`src/u8cd_pkg.sv`:
```
// ----------------------------------------------------------------------------
// u8cd_pkg
// Shared types, length codes, a length classifier and a merge helper for the utf-8 code point decoder.
// ----------------------------------------------------------------------------
package u8cd_pkg;

    localparam int CP_W   = 21;
    localparam int BYTE_W = 8;

    // sequence length codes
    localparam logic [2:0] LEN_SKIP  = 3'd0;
    localparam logic [2:0] LEN_ONE   = 3'd1;
    localparam logic [2:0] LEN_TWO   = 3'd2;
    localparam logic [2:0] LEN_THREE = 3'd3;
    localparam logic [2:0] LEN_FOUR  = 3'd4;

    // number of results one byte causes
    localparam logic [1:0] NRES_NONE = 2'd0;
    localparam logic [1:0] NRES_ONE  = 2'd1;
    localparam logic [1:0] NRES_TWO  = 2'd2;

    typedef struct packed {
        logic [1:0]      count;
        logic [CP_W-1:0] cp0;
        logic [CP_W-1:0] cp1;
    } u8cd_entry_t;

    function automatic logic [2:0] seq_len_of(input logic [BYTE_W-1:0] b);
        logic [2:0] len;
        len = LEN_SKIP;
        if (b[7] == 1'b0)
        begin
            len = LEN_ONE;
        end
        else if (b[7:5] == 3'b110)
        begin
            len = LEN_TWO;
        end
        else if (b[7:4] == 4'b1110)
        begin
            len = LEN_THREE;
        end
        else if (b[7:3] == 5'b11110)
        begin
            len = LEN_FOUR;
        end
        return len;
    endfunction

    function automatic logic [CP_W-1:0] merge_cp(
        input logic [BYTE_W-1:0] s0,
        input logic [BYTE_W-1:0] s1,
        input logic [BYTE_W-1:0] s2,
        input logic [BYTE_W-1:0] s3,
        input logic [2:0]        len
    );
        logic [CP_W-1:0] cp;
        case (len)
            LEN_TWO:   cp = {10'd0, s0[4:0], s1[5:0]};
            LEN_THREE: cp = {5'd0, s0[3:0], s1[5:0], s2[5:0]};
            LEN_FOUR:  cp = {s0[2:0], s1[5:0], s2[5:0], s3[5:0]};
            default:   cp = {13'd0, s0};
        endcase
        return cp;
    endfunction

endpackage

```
`src/u8cd_front.sv`:
```
// ----------------------------------------------------------------------------
// u8cd_front
// Byte classifier: tracks the open sequence and forms up to two code points
// for each accepted byte.
// ----------------------------------------------------------------------------
module u8cd_front
    import u8cd_pkg::*;
(
    input  logic              clk,
    input  logic              rst_n,
    input  logic              accept,
    input  logic [BYTE_W-1:0] text_byte,
    input  logic              string_end,
    output logic              push,
    output u8cd_entry_t       entry
);

    logic [BYTE_W-1:0] held_reg [3];
    logic [1:0]        held_count_reg;
    logic [1:0]        held_count_next;
    logic [2:0]        seq_len_reg;
    logic [2:0]        seq_len_next;
    logic              hold_write;
    logic [1:0]        hold_index;

    logic [2:0]        len_b;
    logic [2:0]        len_s0;
    logic [BYTE_W-1:0] s0;
    logic [BYTE_W-1:0] s1;
    logic [BYTE_W-1:0] s2;
    logic              complete;

    always_comb
    begin
        len_b    = seq_len_of(text_byte);
        s1       = (held_count_reg == 2'd1) ? text_byte : held_reg[1];
        s2       = (held_count_reg == 2'd2) ? text_byte : held_reg[2];
        // tail after dropping the lead: one or two bytes, last one is text_byte
        s0       = (held_count_reg == 2'd1) ? text_byte : held_reg[1];
        len_s0   = seq_len_of(s0);
        complete = ({1'b0, held_count_reg} + 3'd1) >= seq_len_reg;

        entry.count     = NRES_NONE;
        entry.cp0       = '0;
        entry.cp1       = {13'd0, text_byte};
        held_count_next = held_count_reg;
        seq_len_next    = seq_len_reg;
        hold_write      = 1'b0;
        hold_index      = held_count_reg;

        if (seq_len_reg == LEN_SKIP)
        begin
            if (len_b == LEN_ONE)
            begin
                entry.count = NRES_ONE;
                entry.cp0   = {13'd0, text_byte};
            end
            else if (len_b != LEN_SKIP && !string_end)
            begin
                hold_write      = 1'b1;
                hold_index      = 2'd0;
                held_count_next = 2'd1;
                seq_len_next    = len_b;
            end
        end
        else if (complete)
        begin
            entry.count     = NRES_ONE;
            entry.cp0       = merge_cp(held_reg[0], s1, s2, text_byte, seq_len_reg);
            held_count_next = 2'd0;
            seq_len_next    = LEN_SKIP;
        end
        else if (string_end)
        begin
            // lead dropped, remaining bytes decoded again
            if (held_count_reg == 2'd1)
            begin
                if (len_b == LEN_ONE)
                begin
                    entry.count = NRES_ONE;
                    entry.cp0   = {13'd0, text_byte};
                end
            end
            else if (len_s0 == LEN_ONE)
            begin
                entry.cp0   = {13'd0, s0};
                entry.count = (len_b == LEN_ONE) ? NRES_TWO : NRES_ONE;
            end
            else if (len_s0 == LEN_TWO)
            begin
                entry.count = NRES_ONE;
                entry.cp0   = merge_cp(s0, text_byte, text_byte, text_byte, LEN_TWO);
            end
            else if (len_b == LEN_ONE)
            begin
                entry.count = NRES_ONE;
                entry.cp0   = {13'd0, text_byte};
            end
            held_count_next = 2'd0;
            seq_len_next    = LEN_SKIP;
        end
        else
        begin
            hold_write      = 1'b1;
            held_count_next = held_count_reg + 2'd1;
        end

        if (string_end)
        begin
            held_count_next = 2'd0;
            seq_len_next    = LEN_SKIP;
        end
    end

    assign push = accept && (entry.count != NRES_NONE);

    always_ff @(posedge clk or negedge rst_n)
    begin
        if (!rst_n)
        begin
            held_count_reg <= 2'd0;
            seq_len_reg    <= LEN_SKIP;
        end
        else if (accept)
        begin
            held_count_reg <= held_count_next;
            seq_len_reg    <= seq_len_next;
        end
    end

    always_ff @(posedge clk)
    begin
        if (accept && hold_write)
        begin
            held_reg[hold_index] <= text_byte;
        end
    end

    a_open_has_bytes: assert property (@(posedge clk) disable iff (!rst_n)
        (seq_len_reg == LEN_SKIP) == (held_count_reg == 2'd0))
        else $error("held count and sequence length disagree");

    a_count_below_len: assert property (@(posedge clk) disable iff (!rst_n)
        (seq_len_reg != LEN_SKIP) |-> ({1'b0, held_count_reg} < seq_len_reg))
        else $error("held count reached sequence length");

    a_end_clears: assert property (@(posedge clk) disable iff (!rst_n)
        (accept && string_end) |=> (seq_len_reg == LEN_SKIP))
        else $error("sequence left open after string end");

endmodule

```
`src/u8cd_queue.sv`:
```
// ----------------------------------------------------------------------------
// u8cd_queue
// Small fifo of decoded entries between the classifier and the output stage.
// ----------------------------------------------------------------------------
module u8cd_queue
    import u8cd_pkg::*;
#(
    parameter int DEPTH = 2
)
(
    input  logic        clk,
    input  logic        rst_n,
    input  logic        push,
    input  u8cd_entry_t push_entry,
    input  logic        pop,
    output logic        full,
    output logic        not_empty,
    output u8cd_entry_t head
);

    localparam int PTR_W = $clog2(DEPTH);
    localparam int CNT_W = $clog2(DEPTH + 1);

    u8cd_entry_t      store_reg [DEPTH];
    logic [PTR_W-1:0] wr_ptr_reg;
    logic [PTR_W-1:0] rd_ptr_reg;
    logic [CNT_W-1:0] count_reg;
    logic [CNT_W-1:0] count_next;

    assign full      = (count_reg == CNT_W'(DEPTH));
    assign not_empty = (count_reg != '0);
    assign head      = store_reg[rd_ptr_reg];

    always_comb
    begin
        count_next = count_reg;
        if (push && !pop)
        begin
            count_next = count_reg + 1'b1;
        end
        else if (pop && !push)
        begin
            count_next = count_reg - 1'b1;
        end
    end

    always_ff @(posedge clk or negedge rst_n)
    begin
        if (!rst_n)
        begin
            wr_ptr_reg <= '0;
            rd_ptr_reg <= '0;
            count_reg  <= '0;
        end
        else
        begin
            count_reg <= count_next;
            if (push)
            begin
                wr_ptr_reg <= (wr_ptr_reg == PTR_W'(DEPTH - 1)) ? '0 : wr_ptr_reg + 1'b1;
            end
            if (pop)
            begin
                rd_ptr_reg <= (rd_ptr_reg == PTR_W'(DEPTH - 1)) ? '0 : rd_ptr_reg + 1'b1;
            end
        end
    end

    always_ff @(posedge clk)
    begin
        if (push)
        begin
            store_reg[wr_ptr_reg] <= push_entry;
        end
    end

    a_no_overflow: assert property (@(posedge clk) disable iff (!rst_n)
        !(push && full))
        else $error("push into full queue");

    a_no_underflow: assert property (@(posedge clk) disable iff (!rst_n)
        !(pop && !not_empty))
        else $error("pop from empty queue");

endmodule

```
`src/u8cd_back.sv`:
```
// ----------------------------------------------------------------------------
// u8cd_back
// Output stage: hands out the one or two code points of the head entry.
// ----------------------------------------------------------------------------
module u8cd_back
    import u8cd_pkg::*;
(
    input  logic            clk,
    input  logic            rst_n,
    input  logic            head_valid,
    input  u8cd_entry_t     head,
    output logic            pop,
    output logic            cp_valid,
    input  logic            cp_ready,
    output logic [CP_W-1:0] code_point,
    output logic            run_end
);

    logic idx_reg;
    logic idx_next;
    logic last;

    assign last       = idx_reg || (head.count == NRES_ONE);
    assign cp_valid   = head_valid;
    assign code_point = idx_reg ? head.cp1 : head.cp0;
    assign run_end    = last;
    assign pop        = head_valid && cp_ready && last;

    always_comb
    begin
        idx_next = idx_reg;
        if (head_valid && cp_ready)
        begin
            idx_next = !last;
        end
    end

    always_ff @(posedge clk or negedge rst_n)
    begin
        if (!rst_n)
        begin
            idx_reg <= 1'b0;
        end
        else
        begin
            idx_reg <= idx_next;
        end
    end

    a_second_needs_two: assert property (@(posedge clk) disable iff (!rst_n)
        idx_reg |-> (head_valid && head.count == NRES_TWO))
        else $error("second result without a two-result entry");

    a_first_then_second: assert property (@(posedge clk) disable iff (!rst_n)
        (head_valid && cp_ready && !last) |=> idx_reg)
        else $error("second result skipped");

endmodule

```
`src/utf8_codepoint_decoder.sv`:
```
// ----------------------------------------------------------------------------
// utf8_codepoint_decoder
// Takes one utf-8 byte per transfer and gives unvalidated 21-bit code points.
// ----------------------------------------------------------------------------
// a completed code point is registered in the entry queue and offered from its head.
// throughput: one byte per cycle while the entry queue is not full; a byte with two
//   results holds the output for both code points, drained by the single output port.
// the entry queue is QUEUE_DEPTH deep; byte_ready drops only when it is full.
// reset clears the open sequence and the queue; held bytes are not cleared.
module utf8_codepoint_decoder
    import u8cd_pkg::*;
#(
    parameter int QUEUE_DEPTH = 2
)
(
    input  logic              clk,
    input  logic              rst_n,
    input  logic              byte_valid,
    output logic              byte_ready,
    input  logic [BYTE_W-1:0] text_byte,
    input  logic              string_end,
    output logic              cp_valid,
    input  logic              cp_ready,
    output logic [CP_W-1:0]   code_point,
    output logic              run_end
);

    logic        accept;
    logic        push;
    logic        pop;
    logic        full;
    logic        not_empty;
    u8cd_entry_t entry;
    u8cd_entry_t head;

    assign byte_ready = !full;
    assign accept     = byte_valid && byte_ready;

    u8cd_front u_front (
        .clk        (clk),
        .rst_n      (rst_n),
        .accept     (accept),
        .text_byte  (text_byte),
        .string_end (string_end),
        .push       (push),
        .entry      (entry)
    );

    u8cd_queue #(
        .DEPTH (QUEUE_DEPTH)
    ) u_queue (
        .clk        (clk),
        .rst_n      (rst_n),
        .push       (push),
        .push_entry (entry),
        .pop        (pop),
        .full       (full),
        .not_empty  (not_empty),
        .head       (head)
    );

    u8cd_back u_back (
        .clk        (clk),
        .rst_n      (rst_n),
        .head_valid (not_empty),
        .head       (head),
        .pop        (pop),
        .cp_valid   (cp_valid),
        .cp_ready   (cp_ready),
        .code_point (code_point),
        .run_end    (run_end)
    );

endmodule
```
`config.mk`:
```
export PLATFORM = sky130hd
export DESIGN_NAME = utf8_codepoint_decoder
export DESIGN_NICKNAME = d
export VERILOG_FILES = /design/src/u8cd_pkg.sv /design/src/u8cd_front.sv /design/src/u8cd_queue.sv /design/src/u8cd_back.sv /design/src/utf8_codepoint_decoder.sv
export SDC_FILE = /design/constraint.sdc
export NUM_CORES = 1
export LEC_CHECK = 0
export ABC_AREA = 1
export BUFFER_PORTS_ARGS = -buffer_cell sky130_fd_sc_hd__buf_2
export CAP_MARGIN = 20
export CORE_MARGIN = 2
export CORE_UTILIZATION = 65
export CTS_BUF_LIST = sky130_fd_sc_hd__clkbuf_8
export CTS_CLUSTER_SIZE = 10
export DETAILED_ROUTE_END_ITERATION = 8
export HOLD_SLACK_MARGIN = 0.06
export PLACE_DENSITY = 0.81
export SLEW_MARGIN = 20
export SYNTH_ARGS = -nofsm -noshare
export SYNTH_HDL_FRONTEND = slang
export SYNTH_SLANG_ARGS = --single-unit
```
`constraint.sdc`:
```
create_clock -name clk -period 9.95 [get_ports clk]
set_input_delay 0.995 -clock clk [delete_from_list [all_inputs] [get_ports clk]]
set_output_delay 0.995 -clock clk [all_outputs]
set_load 0.005 [all_outputs]
```
==> impl_results.md, run 1 <==
* Slew HR at 0.3235
* Final worst-path cycle share at 0.3648
* Worst path slowest cell: dfrtp_1
* Post-synth EDFFs at 84
* Total track usage at 0.2801
* Pint at between 800 and 900 uW
* Crit-path cells: inv_1, o21ai_0, o22ai_1, buf_2
* Switching share of power at 0.4105
* Post-DP Area at between 4000 and 5000 sq um
* Largest vdd supply drop at roughly 0.17 mV
* CTS root buffer: clkbuf_8
* Unrepaired setup endpoints after global routing: no
* Clock transition at the registers of the reported paths at roughly 0.10 ns
* Die Width at between 80 and 90 um
* Number of global-route vias before repair at 3305
* # port buffers at 36
* Routability congestion estimate from global placement at approximately 0.99
* Peak per-stage delay on the critical path at 0.95 ns
* Worst Hold Class: primary input to asynchronous set/reset pin
* Final WL at roughly 10 mm
* Post-synthesis instance area at 4669 sq um
* Synth top area share at 0.5402
* Cell Pwr Density at around 270 nW/um^2
* Placed Cells at 604
* Worst path bufs/invs at 2
* Post-CTS setup buffer count at 0
* CTS-repair resized insts at 0
* GRT overflow at 0
* Ant. Diodes at 0
* I/O pin count at 37
* Area grow syn2layout at 9.164%
* Die Area at a little under 8000 sq um
* Antenna violations before repair at 0
* Yosys warning total at 0
* DP HPWL at around 7.3 mm
* CP max FO at 31
* Yosys top cell by area: edfxtp_1
* Commonest non-fill, non-tap cell in the layout: nand2_1
* Cell row count at 30
* Final min period at about 3.6 ns
* CTS buffer count at 9
* FMAX at between 200 and 300 MHz
* Register-to-Register Path Depth at 11
* Syn Nets at approximately 510
* Post-route ant nets at 0
* Avg Cell Area, Syn at 9.608 sq um
* Critical path depth at 4
* Leakage at about 0.0021 uW
* Setup CP Type: flip-flop to primary output
* Final setup TNS at 0 ns
* Starting DRT DRC Count at roughly 430
* Final core utilization at 0.7421
* Register share of total power at 0.425
* Data arrival, critical path at approximately 2.6 ns
* CP endpoint kind: primary output
* Seq/Total Area, Yosys at 0.5938
* Fin area at approximately 5100 sq um
* CTS max path bufs at 2
* Starting Density at 0.6798
* Hold_buf cts at 0
* Htree depth at 3
* Slew Limit Fails at 0
* Status: complete, no violations
* Mean routed wirelength per cell at 16.63 um
* Netlist cell types at 35
* Required time worst endpoint at ~9 ns
* Final Hold Fails at 0
* Drt pass-1 iters at 5
* Clk pwr share at 0.176
* Largest net degree at the start of global routing at 32
* Final WS setup at between 6 and 7 ns
* Commonest non-fill, non-tap cells in the layout: nand2_1 (106), edfxtp_1 (84), nor2_1 (73)
* Ys flop type: edfxtp_1
* FILL cells at 502
* Least-Margin Pin Slew at slightly above 1 ns
* Die Height at between 80 and 90 um
* Core Region at 6869 sq um
* Setup WS pre-CTS at 6.541 ns
* Nets at ~540
* Via/cell ratio at 5.689
* Worst reg2reg setup slack at about 6.5 ns
* Via count at roughly 3500
* CP Launch Type: flip-flop
* Final count of negative-setup-slack endpoints at 0
* Max FFs per register at 62
* Ys async rst share at 0.1064
* Global-route wire length before repair at approximately 16 mm
* NetSw at between 500 and 600 uW
* Synthesis-stage register bit count at 94
* Share of cells above drive strength 1 at 0.1565
* Delay-heaviest family, CP: flip-flops
* Worst-Skew Late Latency at between 0.3 and 0.4 ns
* Skew final at between 0.015 and 0.02 ns
* Clock sinks at 94
* Logic pwr share at 0.399
* Syn Inst Count at 486
* DRC violations left at 0
* Max_cap viols at 0
* Synth area leaders: edfxtp_1 (54%), nand2_1 (8.5%), nor2_1 (5.9%)
* Final std cells w/o fill at slightly above 600
* CTS tree: built
-- power by group through the flow --
| stage | sequential, uW | clock [uW] | combinational, uW |
|---|---|---|---|
| floorplan | 563 | 0 | 393 |
| finish | 580 | 241 | 544 |
| CTS | 580 | 243 | 541 |
| global placement | 587 | 0 | 521 |
| global route | 589 | 256 | 615 |
| detailed placement | 589 | 0 | 538 |
-- layer usage --
layer  part of all wire  wire, um  track usage
met5                  0         0            0
met4              0.023       240      0.08127
met3              0.075       773      0.05877
met2               0.48      4904       0.4559
met1               0.43      4389       0.3844
-- through the flow --
| stage | total power [uW] | hold slack (ns) |
|---|---|---|
| 3_3_place_gp | 1108 | 0.4609 |
| 5_1_grt | 1460 | 0.4771 |
| 3_5_place_dp | 1127 | 0.4686 |
| 2_1_floorplan | 955.8 | 0.4419 |
| 4_1_cts | 1364 | 0.4754 |
| 6_report | 1365 | 0.4632 |
-- synth_stat cells, types with 3 or more instances --
library cell,number
a22oi_1,5
nand3_1,8
nor2_1,74
ha_1,7
nand4_1,4
edfxtp_1,84
dfrtp_1,10
clkbuf_1,10
a21oi_1,28
nand2_2,6
nor2_4,3
nand2_1,106
inv_1,43
o31ai_1,3
a31oi_1,6
o21ai_0,40
o21ai_1,5
o22ai_1,13
inv_2,8
-- worst register-to-register path, stage by stage, from the launching register on --
cell and delay, ns:
dfrtp_1 0.43, inv_1 0.11, ha_1 0.30, inv_1 0.06, ha_1 0.30, nand3b_1 0.09
nand3_1 0.49, nor2_1 0.31, nand2_1 0.19, a21oi_2 0.22, nand2_1 0.07, nor2_1 0.51
-- cells by family after synthesis --
family,Yosys count,synth area share
buf+inv,67,0.05815
fa+ha+maj,7,0.01876
simple gates,210,0.1980
compound gates,105,0.1257
xor+xnor,3,0.005628
flops,94,0.5938
-- final timing paths --
kind / from / end
max: u_queue.rd_ptr_reg$_DFFE_PN0P_ / code_point[3]
min: rst_n / u_front.held_count_reg[1]$_DFFE_PN0P_
max reg2reg: u_front.held_count_reg[0]$_DFFE_PN0P_ / u_front.held_reg[0][2]$_DFFE_PP_
min reg2reg: u_queue.count_reg[0]$_DFFE_PN0P_ / u_queue.count_reg[0]$_DFFE_PN0P_
max in group asynchronous: rst_n / u_queue.count_reg[1]$_DFFE_PN0P_
min in group clk: u_queue.count_reg[0]$_DFFE_PN0P_ / u_queue.count_reg[0]$_DFFE_PN0P_
-- layout make-up --
type                    instances  area (sq um)  area share
clock buffers                   9         123.9     0.02430
clock inverters                 7         67.56     0.01325
inverters                      52         197.7     0.03878
multi-input cells             325          1628      0.3193
flip-flops and latches         94          2773      0.5439
well taps                      96         120.1     0.02356
repair buffers                 37         187.7     0.03682
Power figures use the tool's default switching activity.
==> inputs of run 2 (changes only) <==
ABC_AREA = 0   (was 1)
CORE_UTILIZATION = 56   (was 65)
PLACE_DENSITY = 0.74   (was 0.81)
clock period = 3.15 ns   (was 9.95 ns; I/O delays follow)
==> impl_results.md, run 2 <==
* Yosys top cell by area: edfxtp_1
* Hold path start: cp_ready
* Nets at roughly 430
* Final core utilization at 0.6353
* Largest vdd supply drop at ~0.32 mV
* CTS buffer count at 9
* Final setup TNS at 0 ns
* Placed Cells at 505
* Yosys warning total at 0
* Syn Nets at between 300 and 400
* CP Launch Type: flip-flop
* Clock transition at the registers of the reported paths at about 0.090 ns
* Unrepaired setup endpoints after global routing: no
* Share of cells above drive strength 1 at 0.2038
* Worst-Skew Late Latency at ~0.38 ns
* Slew HR at 0.5521
* Final min period at 2.698 ns
* FMAX at around 370 MHz
* Cell Pwr Density at around 760 nW/um^2
* CTS root buffer: clkbuf_8
* Max FFs per register at 62
* CP endpoint kind: flip-flop
* Status: complete, no violations
* Via count at 3226
* Final worst-path cycle share at 0.8563
* Die Height at around 95 um
* Post-synth EDFFs at 84
* Antenna violations before repair at 0
* Synth area leaders: edfxtp_1 (54%), mux2i_1 (5.8%), dfrtp_1 (5.4%)
* Register-to-Register Path Depth at 10
* Slew Limit Fails at 0
* Ys flop type: edfxtp_1
* DP HPWL at about 7.4 mm
* Reg-to-Reg End: u_queue.store_reg[0][16]$_DFFE_PP_
* Max_cap viols at 0
* Least-Margin Pin Slew at 0.6719 ns
* Seq/Total Area, Yosys at 0.5967
* CTS-repair resized insts at 0
* Starting Density at 0.5713
* # port buffers at 36
* Syn Inst Count at between 300 and 400
* Total track usage at 0.2450
* Drt pass-1 iters at 6
* Ys async rst share at 0.1064
* Crit-path cells: inv_1, ha_1, inv_1, ha_1, nand2_1, o21ai_1, o21ai_2, a211oi_2, nor2b_2, buf_12
* Final count of negative-setup-slack endpoints at 0
* Clock sinks at between 90 and 100
* Data arrival, critical path at ~2.8 ns
* Critical R2R Launch: u_front.held_count_reg[0]$_DFFE_PN0P_
* Setup CP Type: flip-flop to flip-flop
* Die Width at approximately 95 um
* Post-synthesis instance area at roughly 4600 sq um
* Setup WS pre-CTS at just under 0.5 ns
* Final WL at a little over 10 mm
* Worst Hold Class: primary input to flip-flop
* Die Area at between 9000 and 10000 sq um
* Starting DRT DRC Count at ~270
* DRC violations left at 0
* Final std cells w/o fill at 522
* Synth top area share at 0.5428
* Post-route ant nets at 0
* Worst path slowest cell: dfrtp_1
* I/O pin count at 37
* Number of global-route vias before repair at approximately 3000
* Area grow syn2layout at 11.20%
* Commonest non-fill, non-tap cell in the layout: edfxtp_1
* Avg Cell Area, Syn at around 12 sq um
* Post-CTS setup buffer count at 0
* Netlist cell types at 57
* Final WS setup at ~0.45 ns
* Synthesis-stage register bit count at between 90 and 100
* CP max FO at 31
* Via/cell ratio at approximately 6.2
* Peak per-stage delay on the critical path at about 0.48 ns
* Ant. Diodes at 0
* Core Region at 8134 sq um
* Htree depth at 3
* Routability congestion estimate from global placement at around 0.96
* CTS max path bufs at 2
* Leakage at between 0.0015 and 0.002 uW
* Cell row count at 33
* Required time worst endpoint at around 3.2 ns
* Most frequent cells after synthesis: edfxtp_1 (84), nor2_1 (44), mux2i_1 (27), nand2_1 (27), o21ai_0 (20)
* Hold Path End: u_back.idx_reg$_DFFE_PN0P_
* Global-route wire length before repair at ~16 mm
* GRT overflow at 0
* Largest net degree at the start of global routing at 32
* Commonest non-fill, non-tap cells in the layout: edfxtp_1 (84), nor2_1 (44), buf_2 (36)
* CTS tree: built
* Mean routed wirelength per cell at just under 20 um
* Most common cell in the synthesized netlist: edfxtp_1
* Skew final at 0.01634 ns
* Final Hold Fails at 0
* FILL cells at ~620
* WHS Path Cells at 3
* Worst reg2reg setup slack at 0.45 ns
## run 2: cell types whose count changed after synthesis, sizes merged, moves of 5 or more
cell	before	now
a21oi	29	15
mux2i	0	27
nand2b	0	7
a211oi	0	5
nand2	114	27
o22ai	13	5
nor2	78	45
mux4	0	8
buf	5	14
inv	52	9
o21ai	45	22
and3	0	6
a22o	0	5
## run 2: metrics by stage
step | total power (uW) | cell area, sq um | hold WS, ns
final | 3922 | 5167 | 0.2055
after global placement | 3159 | 4975 | 0.2014
after detailed placement | 3195 | 4975 | 0.2024
after floorplan | 2702 | 4649 | 0.01941
after CTS | 3940 | 5167 | 0.1957
after global routing | 4151 | 5167 | 0.2496
## run 2: power breakdown
part	switching (uW)	internal, uW
clock network	449	300
logic	876	632
registers	84.0	1580
total	1410	2510
## run 2: layout make-up
type,count,area [sq um],area share
Timing Repair Buffer,50,312.8,0.06053
Multi-Input combinational cell,248,1734,0.3356
Tap cell,105,131.4,0.02542
Sequential cell,94,2773,0.5366
Inverter,9,33.78,0.006538
Clock buffer,9,123.9,0.02397
Clock inverter,7,58.81,0.01138
## run 2: logic make-up (layout without fill, tap and decap cells)
group	count (synthesis)	count (layout)	synth area share
simple gates	117	117	0.1222
flops	94	94	0.5967
compound gates	80	80	0.1155
mux	39	39	0.1066
buf+inv	31	75	0.03070
fa+ha+maj	7	7	0.01885
xor+xnor	5	5	0.009426
## run 2: worst max path at each step
stage | start | depth (start not counted) | end
after global placement | u_front.held_count_reg[0]$_DFFE_PN0P_ | 10 | u_queue.store_reg[0][27]$_DFFE_PP_
after floorplan | u_front.held_count_reg[0]$_DFFE_PN0P_ | 9 | u_queue.store_reg[0][0]$_DFFE_PP_
after CTS | u_front.held_count_reg[0]$_DFFE_PN0P_ | 10 | u_queue.store_reg[0][23]$_DFFE_PP_
after detailed placement | u_front.held_count_reg[0]$_DFFE_PN0P_ | 10 | u_queue.store_reg[0][27]$_DFFE_PP_
final | u_front.held_count_reg[0]$_DFFE_PN0P_ | 10 | u_queue.store_reg[0][16]$_DFFE_PP_
after global routing | u_front.held_count_reg[0]$_DFFE_PN0P_ | 10 | u_queue.store_reg[0][2]$_DFFE_PP_
## run 2: routing by layer
metal  global-route usage  part of all wire  vias to the layer above
met4              0.09420             0.021                        0
met1               0.3487              0.43                     1580
met3              0.04822             0.061                       20
met2               0.3750              0.48                      138
li1                     -                 -                     1488
met5                    0                 0                        -
## run 2: critical path: cells and delay by family, from the launching register on
| family | cells | cell delay, ns |
|---|---|---|
| and+or+nand+nor | 2 | 0.31 |
| adders and majority gates | 2 | 0.56 |
| DFF | 1 | 0.48 |
| buffers and inverters | 3 | 0.39 |
| AOI/OAI and AO/OA | 3 | 0.65 |
## run 2: what timing repair did
| action | in CTS | in global routing |
|---|---|---|
| endpoints found under the hold margin | 10 | 0 |
| hold buffers | 1 | 0 |
| setup endpoints to repair | 0 | 0 |
==> inputs of run 3 (changes only) <==
CORE_UTILIZATION = 54   (was 56)
CTS_BUF_LIST = unset   (was sky130_fd_sc_hd__clkbuf_8)
PLACE_DENSITY = 0.81   (was 0.74)
==> impl_results.md, run 3 (synthesis results as in run 2) <==
* CTS root buffer: clkbuf_8
* Die Area at about 9400 sq um
* Final Hold Fails at 0
* Hold_buf cts at 1
* Status: complete, no violations
* Nets at about 430
* Clock sinks at 94
* Post-CTS setup buffer count at 0
* Commonest non-fill, non-tap cells in the layout: edfxtp_1 (84), nor2_1 (44), buf_2 (36)
* CP Launch Type: flip-flop
* Data arrival, critical path at 2.78 ns
* Final worst-path cycle share at 0.8658
* Commonest non-fill, non-tap cell in the layout: edfxtp_1
* Final setup TNS at 0 ns
* Largest vdd supply drop at approximately 0.58 mV
* Critical Path Sink: u_queue.store_reg[0][13]$_DFFE_PP_
* Starting Density at 0.5599
* Final WS setup at 0.4229 ns
* Antenna violations before repair at 0
* Worst reg2reg setup slack at ~0.42 ns
* Area grow syn2layout at 11.85%
* Die Height at approximately 97 um
* Least-Margin Pin Slew at 0.6598 ns
* Largest net degree at the start of global routing at 32
* Share of cells above drive strength 1 at 0.2019
* CTS-repair resized insts at 0
* Register-to-Register Path Depth at 8
* Unrepaired setup endpoints after global routing: no
* CTS buffer count at 9
* Routability congestion estimate from global placement at approximately 0.99
* Core Region at a little over 8000 sq um
* Cell row count at 33
* CP endpoint kind: flip-flop
* DRC violations left at 0
* Max FFs per register at between 60 and 70
* Required time worst endpoint at roughly 3.2 ns
* I/O pin count at 37
* Total track usage at 0.2169
* Slew Limit Fails at 0
* Setup CP Type: flip-flop to flip-flop
* Final count of negative-setup-slack endpoints at 0
* Cell Pwr Density at 776.9 nW/um^2
* Max_cap viols at 0
* CTS max path bufs at 2
* Number of global-route vias before repair at just over 3000
* FILL cells at 644
* CP max FO at 31
* Skew final at about 0.012 ns
* Slew HR at 0.5601
* Leakage at roughly 0.0019 uW
* Post-route ant nets at 0
* Via/cell ratio at ~6.3
* Reg-to-Reg End: u_queue.store_reg[0][13]$_DFFE_PP_
* # port buffers at 36
* Critical path launch point: u_front.seq_len_reg[2]$_DFFE_PN0P_
* Setup WS pre-CTS at between 0.4 and 0.5 ns
* Starting DRT DRC Count at just over 500
* Critical R2R Launch: u_front.seq_len_reg[2]$_DFFE_PN0P_
* Total chip power at between 4000 and 5000 uW
* Ant. Diodes at 0
* Clock transition at the registers of the reported paths at 0.09 ns
* Global-route wire length before repair at 16.11 mm
* GRT overflow at 0
* Die Width at about 97 um
* CTS tree: built
* Final WL at 10.13 mm
* Htree depth at 3
* Drt pass-1 iters at 6
* Worst Hold Class: primary input to flip-flop
* Mean routed wirelength per cell at approximately 19 um
* Via count at between 3000 and 4000
* DP HPWL at 7.095 mm
* FMAX at around 370 MHz
* Final min period at 2.727 ns
* Worst-Skew Late Latency at 0.36 ns
-- run 3: where the power goes --
part	total (uW)	leakage, uW	internal, uW	switching, uW
Clock	860	0.000109	451	409
Combinational	1500	0.000915	632	868
Sequential	1680	0.000904	1580	97.4
Total	4040	0.00193	2660	1370
-- run 3: metal layers --
| metal | routed length, um | global-route usage |
|---|---|---|
| met1 | 4152 | 0.3081 |
| met2 | 4693 | 0.3360 |
| met3 | 1029 | 0.05491 |
| met4 | 257 | 0.05959 |
| met5 | 0 | 0 |
-- run 3: critical path, stage by stage, from the launching register on --
cell and delay [ns]:
dfrtp_1 0.70, inv_2 0.17, ha_1 0.33, nand2_1 0.06, o21ai_1 0.25, o21ai_2 0.08, a211oi_2 0.33, nor2b_2 0.25
buf_12 0.21
-- run 3: per-stage QoR --
stage	hold slack [ns]	std cells	cell area [sq um]	util
global placement	0.1895	504	4967	0.5985
CTS	0.2307	521	5197	0.6263
global route	0.2591	521	5197	0.6263
floorplan	0.01941	373	4649	-
detailed placement	0.1923	504	4967	0.5985
finish	0.2378	521	5197	0.6263
-- run 3: area by class of cell --
cell class	instances	area [sq um]	area share
clock buffers	9	123.9	0.02383
multi-input cells	248	1734	0.3337
flip-flops and latches	94	2773	0.5335
well taps	105	131.4	0.02528
clock inverters	7	96.34	0.01854
repair buffers	49	305.3	0.05874
inverters	9	33.78	0.006500
-- run 3: how the worst min path moves through the flow --
stage / start / end / cells after the start
4_1_cts: cp_ready / u_back.idx_reg$_DFFE_PN0P_ / 3
3_3_place_gp: rst_n / u_front.seq_len_reg[2]$_DFFE_PN0P_ / 1
5_1_grt: cp_ready / u_back.idx_reg$_DFFE_PN0P_ / 3
3_5_place_dp: rst_n / u_front.seq_len_reg[2]$_DFFE_PN0P_ / 1
6_report: cp_ready / u_back.idx_reg$_DFFE_PN0P_ / 3
2_1_floorplan: rst_n / u_back.idx_reg$_DFFE_PN0P_ / 0
